<file path="src/hdl/rect_copy_descriptor_gen_assert.svh">
// ---------------------------------------------------------------------------
// Assertion macros for the rectangle copy descriptor generator
// Concurrent checks that compile away in synthesis builds.
// ---------------------------------------------------------------------------
`ifndef RECT_COPY_DESCRIPTOR_GEN_ASSERT_SVH
`define RECT_COPY_DESCRIPTOR_GEN_ASSERT_SVH

`ifndef SYNTHESIS

// same-cycle implication
`define RCD_ASSERT_IMP(name, clk, rst, ante, cons) \
   name: assert property (@(posedge clk) disable iff (rst) (ante) |-> (cons)) \
      else $error("rcd assertion failed: same-cycle implication");

// next-cycle implication
`define RCD_ASSERT_NXT(name, clk, rst, ante, cons) \
   name: assert property (@(posedge clk) disable iff (rst) (ante) |=> (cons)) \
      else $error("rcd assertion failed: next-cycle implication");

`else

`define RCD_ASSERT_IMP(name, clk, rst, ante, cons)
`define RCD_ASSERT_NXT(name, clk, rst, ante, cons)

`endif

`endif

</file>
<file path="src/hdl/rcd_pkg.sv">
// ---------------------------------------------------------------------------
// rcd_pkg
// Types and constants shared by the rectangle copy descriptor generator.
// ---------------------------------------------------------------------------
package rcd_pkg;

   // command codes
   localparam logic CMD_PRESENT = 1'b0;
   localparam logic CMD_MOVE    = 1'b1;

   // result status codes
   localparam logic [1:0] STATUS_COPY   = 2'd0;
   localparam logic [1:0] STATUS_EMPTY  = 2'd1;
   localparam logic [1:0] STATUS_REJECT = 2'd2;

   // register indexes
   localparam int CSR_IDX_W = 3;
   localparam logic [CSR_IDX_W-1:0] CSR_SCREEN_WIDTH  = 3'd0;
   localparam logic [CSR_IDX_W-1:0] CSR_SCREEN_HEIGHT = 3'd1;
   localparam logic [CSR_IDX_W-1:0] CSR_ROW_PITCH     = 3'd2;
   localparam logic [CSR_IDX_W-1:0] CSR_PIXEL_DEPTH   = 3'd3;
   localparam logic [CSR_IDX_W-1:0] CSR_DOUBLE_BUF    = 3'd4;
   localparam int CSR_DATA_W = 16;

   // pixel depth decode
   localparam logic [5:0] DEPTH_24     = 6'd24;
   localparam logic [5:0] DEPTH_16     = 6'd16;
   localparam logic [5:0] DEPTH_RESET  = 6'd32;
   localparam logic [2:0] BPP_DEPTH_24 = 3'd3;
   localparam logic [2:0] BPP_DEPTH_16 = 3'd2;
   localparam logic [2:0] BPP_OTHER    = 3'd4;

   // request payload
   typedef struct packed {
      logic               command;
      logic signed [15:0] src_x;
      logic signed [15:0] src_y;
      logic        [14:0] src_width;
      logic        [14:0] src_height;
      logic signed [15:0] dst_x;
      logic signed [15:0] dst_y;
      logic        [14:0] dst_width;
      logic        [14:0] dst_height;
   } req_type;

   // result payload
   typedef struct packed {
      logic [1:0]  status;
      logic [31:0] first_src_offset;
      logic [31:0] first_dst_offset;
      logic [15:0] row_bytes;
      logic [13:0] row_count;
      logic        bottom_up;
   } rsp_type;

   // decoded configuration
   typedef struct packed {
      logic [13:0] scr_w;     // clamped to MAX_DIM
      logic [13:0] scr_h;     // clamped to MAX_DIM
      logic [15:0] pitch;
      logic [2:0]  bpp;
      logic        db_on;
   } cfg_type;

   // clipped geometry between clip and offset stages
   typedef struct packed {
      logic [1:0]  status;
      logic [13:0] src_row;
      logic [13:0] src_col;
      logic [13:0] dst_row;
      logic [13:0] dst_col;
      logic [13:0] width_px;
      logic [13:0] rows;
      logic        bottom_up;
      logic [2:0]  bpp;
   } geom_type;

endpackage

</file>
<file path="src/hdl/rcd_csr.sv">
// ---------------------------------------------------------------------------
// rcd_csr
// Configuration registers with screen clamp and pixel depth decode.
// ---------------------------------------------------------------------------
module rcd_csr #(
   parameter int MAX_DIM = 8192
) (
   input  logic                            clock,
   input  logic                            reset,
   input  logic                            csr_valid,
   output logic                            csr_ready,
   input  logic [rcd_pkg::CSR_IDX_W-1:0]   csr_index,
   input  logic [rcd_pkg::CSR_DATA_W-1:0]  csr_wdata,
   output rcd_pkg::cfg_type                cfg
);
   import rcd_pkg::*;

   logic [13:0] scr_w_ff, scr_w_in;
   logic [13:0] scr_h_ff, scr_h_in;
   logic [15:0] pitch_ff, pitch_in;
   logic [5:0]  depth_ff, depth_in;
   logic        db_on_ff, db_on_in;
   logic        wr_en;

   assign csr_ready = !reset;
   assign wr_en     = csr_valid && csr_ready;

   // register write decode
   always_comb begin
      scr_w_in = scr_w_ff;
      scr_h_in = scr_h_ff;
      pitch_in = pitch_ff;
      depth_in = depth_ff;
      db_on_in = db_on_ff;
      if (wr_en) begin
         case (csr_index)
            CSR_SCREEN_WIDTH:  scr_w_in = csr_wdata[13:0];
            CSR_SCREEN_HEIGHT: scr_h_in = csr_wdata[13:0];
            CSR_ROW_PITCH:     pitch_in = csr_wdata;
            CSR_PIXEL_DEPTH:   depth_in = csr_wdata[5:0];
            CSR_DOUBLE_BUF:    db_on_in = csr_wdata[0];
            default: ;
         endcase
      end
   end

   always_ff @(posedge clock) begin
      if (reset) begin
         scr_w_ff <= '0;
         scr_h_ff <= '0;
         pitch_ff <= '0;
         depth_ff <= DEPTH_RESET;
         db_on_ff <= 1'b0;
      end else begin
         scr_w_ff <= scr_w_in;
         scr_h_ff <= scr_h_in;
         pitch_ff <= pitch_in;
         depth_ff <= depth_in;
         db_on_ff <= db_on_in;
      end
   end

   // screen sizes above MAX_DIM count as MAX_DIM
   always_comb begin
      cfg.scr_w = ({2'b00, scr_w_ff} > 16'(MAX_DIM)) ? 14'(MAX_DIM) : scr_w_ff;
      cfg.scr_h = ({2'b00, scr_h_ff} > 16'(MAX_DIM)) ? 14'(MAX_DIM) : scr_h_ff;
      cfg.pitch = pitch_ff;
      cfg.db_on = db_on_ff;
      if (depth_ff == DEPTH_24) begin
         cfg.bpp = BPP_DEPTH_24;
      end else if (depth_ff == DEPTH_16) begin
         cfg.bpp = BPP_DEPTH_16;
      end else begin
         cfg.bpp = BPP_OTHER;
      end
   end

endmodule

</file>
<file path="src/hdl/rcd_clip.sv">
// ---------------------------------------------------------------------------
// rcd_clip
// Input register and rectangle clip / move check.
// ---------------------------------------------------------------------------
`include "rect_copy_descriptor_gen_assert.svh"

module rcd_clip (
   input  logic               clock,
   input  logic               reset,
   input  logic               req_take,
   input  rcd_pkg::req_type   req,
   input  rcd_pkg::cfg_type   cfg,
   output logic               geom_valid,
   output rcd_pkg::geom_type  geom
);
   import rcd_pkg::*;

   req_type     req_ff;
   logic        req_vld_ff;
   geom_type    geom_in;

   logic signed [17:0] sx, sy, sw, sh, dx, dy, dw, dh, scw, sch;
   logic signed [17:0] x1, y1, cx0, cy0, cx1, cy1;
   logic               pres_out, pres_empty, mv_bad, mv_up;
   logic [13:0]        first_row;

   // input register
   always_ff @(posedge clock) begin
      if (reset) begin
         req_vld_ff <= 1'b0;
      end else begin
         req_vld_ff <= req_take;
      end
      if (req_take) begin
         req_ff <= req;
      end
   end

   // widen everything to one signed domain
   always_comb begin
      sx  = $signed({{2{req_ff.src_x[15]}}, req_ff.src_x});
      sy  = $signed({{2{req_ff.src_y[15]}}, req_ff.src_y});
      dx  = $signed({{2{req_ff.dst_x[15]}}, req_ff.dst_x});
      dy  = $signed({{2{req_ff.dst_y[15]}}, req_ff.dst_y});
      sw  = $signed({3'b000, req_ff.src_width});
      sh  = $signed({3'b000, req_ff.src_height});
      dw  = $signed({3'b000, req_ff.dst_width});
      dh  = $signed({3'b000, req_ff.dst_height});
      scw = $signed({4'b0000, cfg.scr_w});
      sch = $signed({4'b0000, cfg.scr_h});
   end

   // present: clip to the screen
   always_comb begin
      x1  = sx + sw;
      y1  = sy + sh;
      pres_out = (x1 <= 18'sd0) || (y1 <= 18'sd0) || (sx >= scw) || (sy >= sch);
      cx0 = (sx < 18'sd0) ? 18'sd0 : sx;
      cy0 = (sy < 18'sd0) ? 18'sd0 : sy;
      cx1 = (x1 > scw) ? scw : x1;
      cy1 = (y1 > sch) ? sch : y1;
      pres_empty = (cx1 <= cx0) || (cy1 <= cy0);
   end

   // move: reject checks and row order
   always_comb begin
      mv_bad = (sw == 18'sd0) || (sh == 18'sd0) || (dw != sw) || (dh != sh) ||
               (sx < 18'sd0) || (sy < 18'sd0) || (dx < 18'sd0) || (dy < 18'sd0) ||
               (sx + sw > scw) || (y1 > sch) || (dx + dw > scw) || (dy + dh > sch);
      mv_up     = (dy > sy) && (dy < y1);
      first_row = mv_up ? (req_ff.src_height[13:0] - 14'd1) : 14'd0;
   end

   // descriptor geometry; all fields but status zero unless copying
   always_comb begin
      geom_in = '0;
      if (req_ff.command == CMD_PRESENT) begin
         if (!cfg.db_on || pres_out || pres_empty) begin
            geom_in.status = STATUS_EMPTY;
         end else begin
            geom_in.status   = STATUS_COPY;
            geom_in.src_row  = cy0[13:0];
            geom_in.src_col  = cx0[13:0];
            geom_in.dst_row  = cy0[13:0];
            geom_in.dst_col  = cx0[13:0];
            geom_in.width_px = 14'(cx1 - cx0);
            geom_in.rows     = 14'(cy1 - cy0);
            geom_in.bpp      = cfg.bpp;
         end
      end else begin
         if (!cfg.db_on || mv_bad) begin
            geom_in.status = STATUS_REJECT;
         end else begin
            geom_in.status    = STATUS_COPY;
            geom_in.src_row   = sy[13:0] + first_row;
            geom_in.src_col   = sx[13:0];
            geom_in.dst_row   = dy[13:0] + first_row;
            geom_in.dst_col   = dx[13:0];
            geom_in.width_px  = sw[13:0];
            geom_in.rows      = sh[13:0];
            geom_in.bottom_up = mv_up;
            geom_in.bpp       = cfg.bpp;
         end
      end
   end

   assign geom_valid = req_vld_ff;
   assign geom       = geom_in;

   // bottom-up order only for an accepted move
   `RCD_ASSERT_IMP(a_up_is_move, clock, reset,
      req_vld_ff && (req_ff.command == CMD_PRESENT), geom_in.bottom_up == 1'b0)

endmodule

</file>
<file path="src/hdl/rcd_offset.sv">
// ---------------------------------------------------------------------------
// rcd_offset
// Byte offset and row size products, result register and strobe.
// ---------------------------------------------------------------------------
`include "rect_copy_descriptor_gen_assert.svh"

module rcd_offset #(
   parameter int OFFSET_BITS = 32
) (
   input  logic               clock,
   input  logic               reset,
   input  logic               geom_valid,
   input  rcd_pkg::geom_type  geom,
   input  logic [15:0]        pitch,
   output logic               rsp_strobe,
   output rcd_pkg::rsp_type   rsp
);
   import rcd_pkg::*;

   localparam int          OFF_KEEP = (OFFSET_BITS < 32) ? OFFSET_BITS : 32;
   localparam logic [31:0] OFF_MASK = 32'((64'd1 << OFF_KEEP) - 64'd1);

   rsp_type     rsp_ff, rsp_in;
   logic        strobe_ff;
   logic [30:0] src_off, dst_off;
   logic [16:0] bytes;

   // row * pitch + column * bytes per pixel
   always_comb begin
      src_off = 31'(geom.src_row * pitch) + 31'(geom.src_col * geom.bpp);
      dst_off = 31'(geom.dst_row * pitch) + 31'(geom.dst_col * geom.bpp);
      bytes   = 17'(geom.width_px * geom.bpp);

      rsp_in.status           = geom.status;
      rsp_in.first_src_offset = {1'b0, src_off} & OFF_MASK;
      rsp_in.first_dst_offset = {1'b0, dst_off} & OFF_MASK;
      rsp_in.row_bytes        = bytes[15:0];
      rsp_in.row_count        = geom.rows;
      rsp_in.bottom_up        = geom.bottom_up;
   end

   always_ff @(posedge clock) begin
      if (reset) begin
         strobe_ff <= 1'b0;
      end else begin
         strobe_ff <= geom_valid;
      end
      rsp_ff <= rsp_in;
   end

   assign rsp_strobe = strobe_ff;
   assign rsp        = rsp_ff;

   // a non-copy result carries no descriptor
   `RCD_ASSERT_IMP(a_idle_fields_zero, clock, reset,
      rsp_strobe && (rsp.status != STATUS_COPY),
      (rsp.row_count == 14'd0) && (rsp.row_bytes == 16'd0) && !rsp.bottom_up)
   // a copy always moves at least one row
   `RCD_ASSERT_IMP(a_copy_has_rows, clock, reset,
      rsp_strobe && (rsp.status == STATUS_COPY), rsp.row_count != 14'd0)

endmodule

</file>
<file path="src/hdl/rect_copy_descriptor_gen.sv">
// ---------------------------------------------------------------------------
// rect_copy_descriptor_gen
// Clips or checks a blit rectangle and emits a row mover descriptor.
// ---------------------------------------------------------------------------
//  channel   handshake              payload
//  request   start / busy           req  (rcd_pkg::req_type)
//  result    rsp_strobe (1 cycle)   rsp  (rcd_pkg::rsp_type)
//  config    csr_valid / csr_ready  csr_index, csr_wdata
//
// One request per cycle while busy is low; each result passes through the input
// register and the result register.
// Synchronous reset clears the pipeline valids and the configuration registers;
// busy is held high and csr_ready low while reset is high.
// The result side has no back-pressure, so nothing in the pipeline ever stalls.
// ---------------------------------------------------------------------------
`include "rect_copy_descriptor_gen_assert.svh"

module rect_copy_descriptor_gen #(
   parameter int MAX_DIM     = 8192,
   parameter int OFFSET_BITS = 32
) (
   input  logic                            clock,
   input  logic                            reset,
   input  logic                            start,
   output logic                            busy,
   input  rcd_pkg::req_type                req,
   output logic                            rsp_strobe,
   output rcd_pkg::rsp_type                rsp,
   input  logic                            csr_valid,
   output logic                            csr_ready,
   input  logic [rcd_pkg::CSR_IDX_W-1:0]   csr_index,
   input  logic [rcd_pkg::CSR_DATA_W-1:0]  csr_wdata
);
   import rcd_pkg::*;

   cfg_type  cfg;
   geom_type geom;
   logic     geom_valid;
   logic     req_take;

   assign busy     = reset;
   assign req_take = start && !busy;

   rcd_csr #(
      .MAX_DIM (MAX_DIM)
   ) u_csr (
      .clock     (clock),
      .reset     (reset),
      .csr_valid (csr_valid),
      .csr_ready (csr_ready),
      .csr_index (csr_index),
      .csr_wdata (csr_wdata),
      .cfg       (cfg)
   );

   rcd_clip u_clip (
      .clock      (clock),
      .reset      (reset),
      .req_take   (req_take),
      .req        (req),
      .cfg        (cfg),
      .geom_valid (geom_valid),
      .geom       (geom)
   );

   rcd_offset #(
      .OFFSET_BITS (OFFSET_BITS)
   ) u_offset (
      .clock      (clock),
      .reset      (reset),
      .geom_valid (geom_valid),
      .geom       (geom),
      .pitch      (cfg.pitch),
      .rsp_strobe (rsp_strobe),
      .rsp        (rsp)
   );

   // every result traces back to a request taken ahead of the input and result registers
   `RCD_ASSERT_IMP(a_rsp_has_req, clock, reset,
      rsp_strobe, $past(req_take, 2))

endmodule
</file>
<file path="config.mk">
export PLATFORM = sky130hd
export DESIGN_NAME = rect_copy_descriptor_gen
export DESIGN_NICKNAME = d
export VERILOG_FILES = /design/src/hdl/rcd_pkg.sv /design/src/hdl/rcd_csr.sv /design/src/hdl/rcd_clip.sv /design/src/hdl/rcd_offset.sv /design/src/hdl/rect_copy_descriptor_gen.sv
export VERILOG_INCLUDE_DIRS = /design/src /design/src/hdl
export SDC_FILE = /design/constraint.sdc
export NUM_CORES = 2
export LEC_CHECK = 0
export CORE_MARGIN = 2
export CORE_UTILIZATION = 50
export DETAILED_ROUTE_END_ITERATION = 12
export DONT_BUFFER_PORTS = 1
export PLACE_DENSITY = 0.66
export SYNTH_ARGS = -nofsm -noshare
export SYNTH_HDL_FRONTEND = slang
export SYNTH_SLANG_ARGS = --single-unit
</file>
<file path="constraint.sdc">
create_clock -name clock -period 15.7 [get_ports clock]
set_input_delay 0.785 -clock clock [delete_from_list [all_inputs] [get_ports clock]]
set_output_delay 0.785 -clock clock [all_outputs]
set_load 0.005 [all_outputs]
</file>
==> impl_metrics.json <==
{
  "status": "completed",
  "combPwrFrac": 0.307,
  "drive_gt1_frac": 0.03677,
  "die_h_um": 274.7,
  "p_leak_uw": 0.01848,
  "port_buffers": 0,
  "clkTransAtPathRegs_ps": 60,
  "coreArea_um2": 72710,
  "dp_hpwl_um": 84790,
  "grtUsageTotal": 0.2868,
  "path_max_fanout": 20,
  "dp_cells": 4947,
  "htreeDepth": 2,
  "worst_pin_slew_ps": 1153,
  "swShare": 0.3489,
  "fin_cells": 5018,
  "hp-class": "in2reg",
  "antenna_found_initial": 13,
  "period_needed_ps": 14690,
  "drt_pass1_iterations": 5,
  "ys_ff_latch": 273,
  "cpMaxStageDelayCell": "o31ai_1",
  "syn_area_um2": 36650,
  "rsz0062_at_grt": "false",
  "viasPerCell": 5.685,
  "hold_path_depth": 1,
  "grt_pass1_vias": 29000,
  "finalSetupViolations": 0,
  "yosys_warnings": 0,
  "yosysSeqAreaShare": 0.1833,
  "ant_nets": 0,
  "clockBufferDepth": 3,
  "netlist_instances": 4079,
  "drc": 0,
  "rows": 99,
  "cp.required_ps": 16150,
  "drtIter0Drc": 2205,
  "critPathKind": "reg2reg",
  "ys_types": 83,
  "arrival_ps": 15150,
  "syn_area_per_cell_um2": 8.985,
  "pin_count": 248,
  "cts_tree": "yes",
  "synthArstFlopShare": 0,
  "wirelength_um": 105800,
  "skew_ps": 45.20,
  "die_w_um": 274.7,
  "gp_congestion": 0.9692,
  "dieArea_um2": 75480,
  "fin_setup_tns_ps": 0,
  "p_int_uw": 1570,
  "area_growth_pct": 6.159,
  "vdd_drop_max_uv": 118.3,
  "critPathMostFrequentCell": "fa_1",
  "drv_cap": 0,
  "end_kind": "flop",
  "rr_worst_depth": 54,
  "synth-edff-count": 125,
  "vias": 28530,
  "clockPowerShare": 0.351,
  "grt.overflow.total": 0,
  "synth_ff_type": "dfxtp_1",
  "cts_root_buffer": "clkbuf_16",
  "initial_core_util": 0.5041,
  "critPathLaunchType": "flop",
  "slew_violations": 0,
  "max_stage_delay_ps": 720,
  "grt_pass1_wl_um": 165300,
  "seqPwrFrac": 0.342,
  "p_sw_uw": 841.4,
  "grt_max_degree": 64,
  "finalHoldViolCount": 0,
  "period_share": 0.9359,
  "slew_headroom": 0.2248,
  "powerDensity_nw_per_um2": 61.98,
  "nets": 5077,
  "cts_setup_buffers": 0,
  "cts_num_sinks": 273,
  "cts_made_buffers": 35,
  "wl_per_cell_um": 21.09,
  "insertion_delay_ps": 590,
  "fmax_mhz": 68.06
}
synthesized netlist by cell type (9+ instances only):
master | n | share of area
a21o_1 | 65 | 0.013
dfxtp_1 | 148 | 0.081
a2111oi_0 | 9 | 0.0022
and2_1 | 158 | 0.027
nand2b_1 | 58 | 0.0099
nor2_1 | 218 | 0.022
nor3_1 | 45 | 0.0061
fa_1 | 439 | 0.24
nand3b_1 | 9 | 0.0018
o21ai_1 | 10 | 0.0014
nor2b_1 | 135 | 0.023
a22oi_1 | 18 | 0.0037
edfxtp_1 | 125 | 0.10
a31o_2 | 9 | 0.0022
a31oi_1 | 10 | 0.0017
xor2_1 | 69 | 0.016
a211oi_1 | 30 | 0.0061
o21bai_1 | 29 | 0.0059
inv_1 | 646 | 0.066
buf_2 | 22 | 0.0030
nand3_1 | 84 | 0.011
nand4_1 | 32 | 0.0055
o211ai_1 | 24 | 0.0049
a21oi_1 | 186 | 0.025
o2111ai_1 | 10 | 0.0024
o21a_1 | 26 | 0.0053
nor4_1 | 31 | 0.0053
ha_1 | 465 | 0.16
or2_2 | 14 | 0.0024
o31ai_1 | 9 | 0.0018
xnor2_1 | 111 | 0.027
mux2i_1 | 31 | 0.0085
o21ai_0 | 117 | 0.016
or3_1 | 14 | 0.0024
clkbuf_1 | 108 | 0.011
and3_1 | 27 | 0.0046
nand2_1 | 421 | 0.043
cell families after synthesis:
family / count (synthesis) / synth area share
muxes: 32 / 0.008773
DFF: 273 / 0.1833
xor gates and xnor gates: 181 / 0.04363
adders and majority gates: 907 / 0.3993
other: 1 / 0.0001023
buffers and inverters: 787 / 0.08166
and+or+nand+nor: 1264 / 0.1693
AOI/OAI and AO/OA: 634 / 0.1139
worst paths after layout:
| kind | from | end | slack, ps |
|---|---|---|---|
| max | u_clip.req_ff[96] | u_offset.rsp[93] | 1010 |
| min | reset | u_csr.depth_ff[2] | 270 |
| max reg2reg | u_clip.req_ff[96] | u_offset.rsp[93] | 1010 |
| min reg2reg | u_csr.pitch_ff[12] | u_csr.pitch_ff[12] | 460 |
flip-flops by register name (all words and copies together) (netlist names):
signal               cells
u_csr.depth_ff           6
u_clip.dy               16
u_clip.dw               15
u_offset.rsp_strobe      1
u_offset.rsp            95
u_clip.dh               15
u_csr.scr_h_ff          14
u_clip.geom_valid        1
u_clip.dx               16
u_csr.pitch_ff          16
u_csr.db_on_ff           1
u_csr.scr_w_ff          14
u_clip.req_ff           63
cells in the final DEF, fill, tap and decap left out, types with 14 or more instances in the layout:
cell type    n
buf_4       46
or3_1       14
nand4_1     32
inv_1      646
a21oi_1    186
o211ai_1    24
clkbuf_16   38
nor4_1      30
o21a_1      26
nor3_1      45
o21ai_0    117
ha_1       465
nor2b_1    134
nand2b_1    58
xnor2_1    111
fa_1       439
xor2_1      69
and2_1     157
nand3_1     84
or2_2       14
a211oi_1    30
and3_1      27
nand2_1    421
dfxtp_1    148
a22oi_1     18
a21o_1      65
edfxtp_1   125
mux2i_1     31
nor2_1     218
o21bai_1    29
worst max-delay path: cells and delay by family, from the launching register on:
| family | cells | cell delay [ps] |
|---|---|---|
| buffers and inverters | 8 | 1090 |
| adder cells (fa/ha/maj) | 12 | 4670 |
| flip-flops | 1 | 560 |
| AO/OA/AOI/OAI | 21 | 4970 |
| AND/OR/NAND/NOR | 12 | 3130 |
| XOR/XNOR | 1 | 120 |
stage by stage:
step / utilization / hold slack (ps) / power [uW] / cell area, um^2 / setup slack (ps)
floorplan: - / 413.8 / 1370 / 36660 / 2573
global placement: 0.5180 / 418.7 / 1558 / 37660 / 1070
detailed placement: 0.5180 / 427.2 / 1559 / 37660 / 835.5
CTS: 0.5348 / 239.0 / 2420 / 38880 / 764.6
global route: 0.5349 / 254.1 / 2539 / 38890 / 27.82
finish: 0.5351 / 268.1 / 2412 / 38910 / 1006
layout make-up:
| cell class | count | area (um^2) |
|---|---|---|
| fill | 6647 | 33800 |
| clock buffer | 46 | 1035 |
| multi-input combinational | 3020 | 26970 |
| timing repair buffer | 46 | 345.3 |
| inverter | 649 | 2436 |
| clock inverter | 18 | 183.9 |
| tap | 959 | 1200 |
| antenna | 7 | 17.52 |
| sequential | 273 | 6716 |
power groups by stage:
stage	logic [uW]	registers [uW]	clock network, uW
floorplan	560	810	0
global placement	721	837	0
detailed placement	722	837	0
CTS	728	822	870
global route	822	825	893
finish	741	825	846
repair_timing:
action,4_1_cts,5_1_grt
hold buffers,0,0
setup endpoints to repair,0,10
resized for setup,0,6
layer usage:
metal,routed length [um],track usage,up-vias
met5,98,0,-
met4,5587,0.1323,16
met3,7932,0.05001,272
met2,47090,0.4574,994
met1,45140,0.3809,13940
li1,-,-,13310
Note: power is estimated with default switching activity, not from simulation.
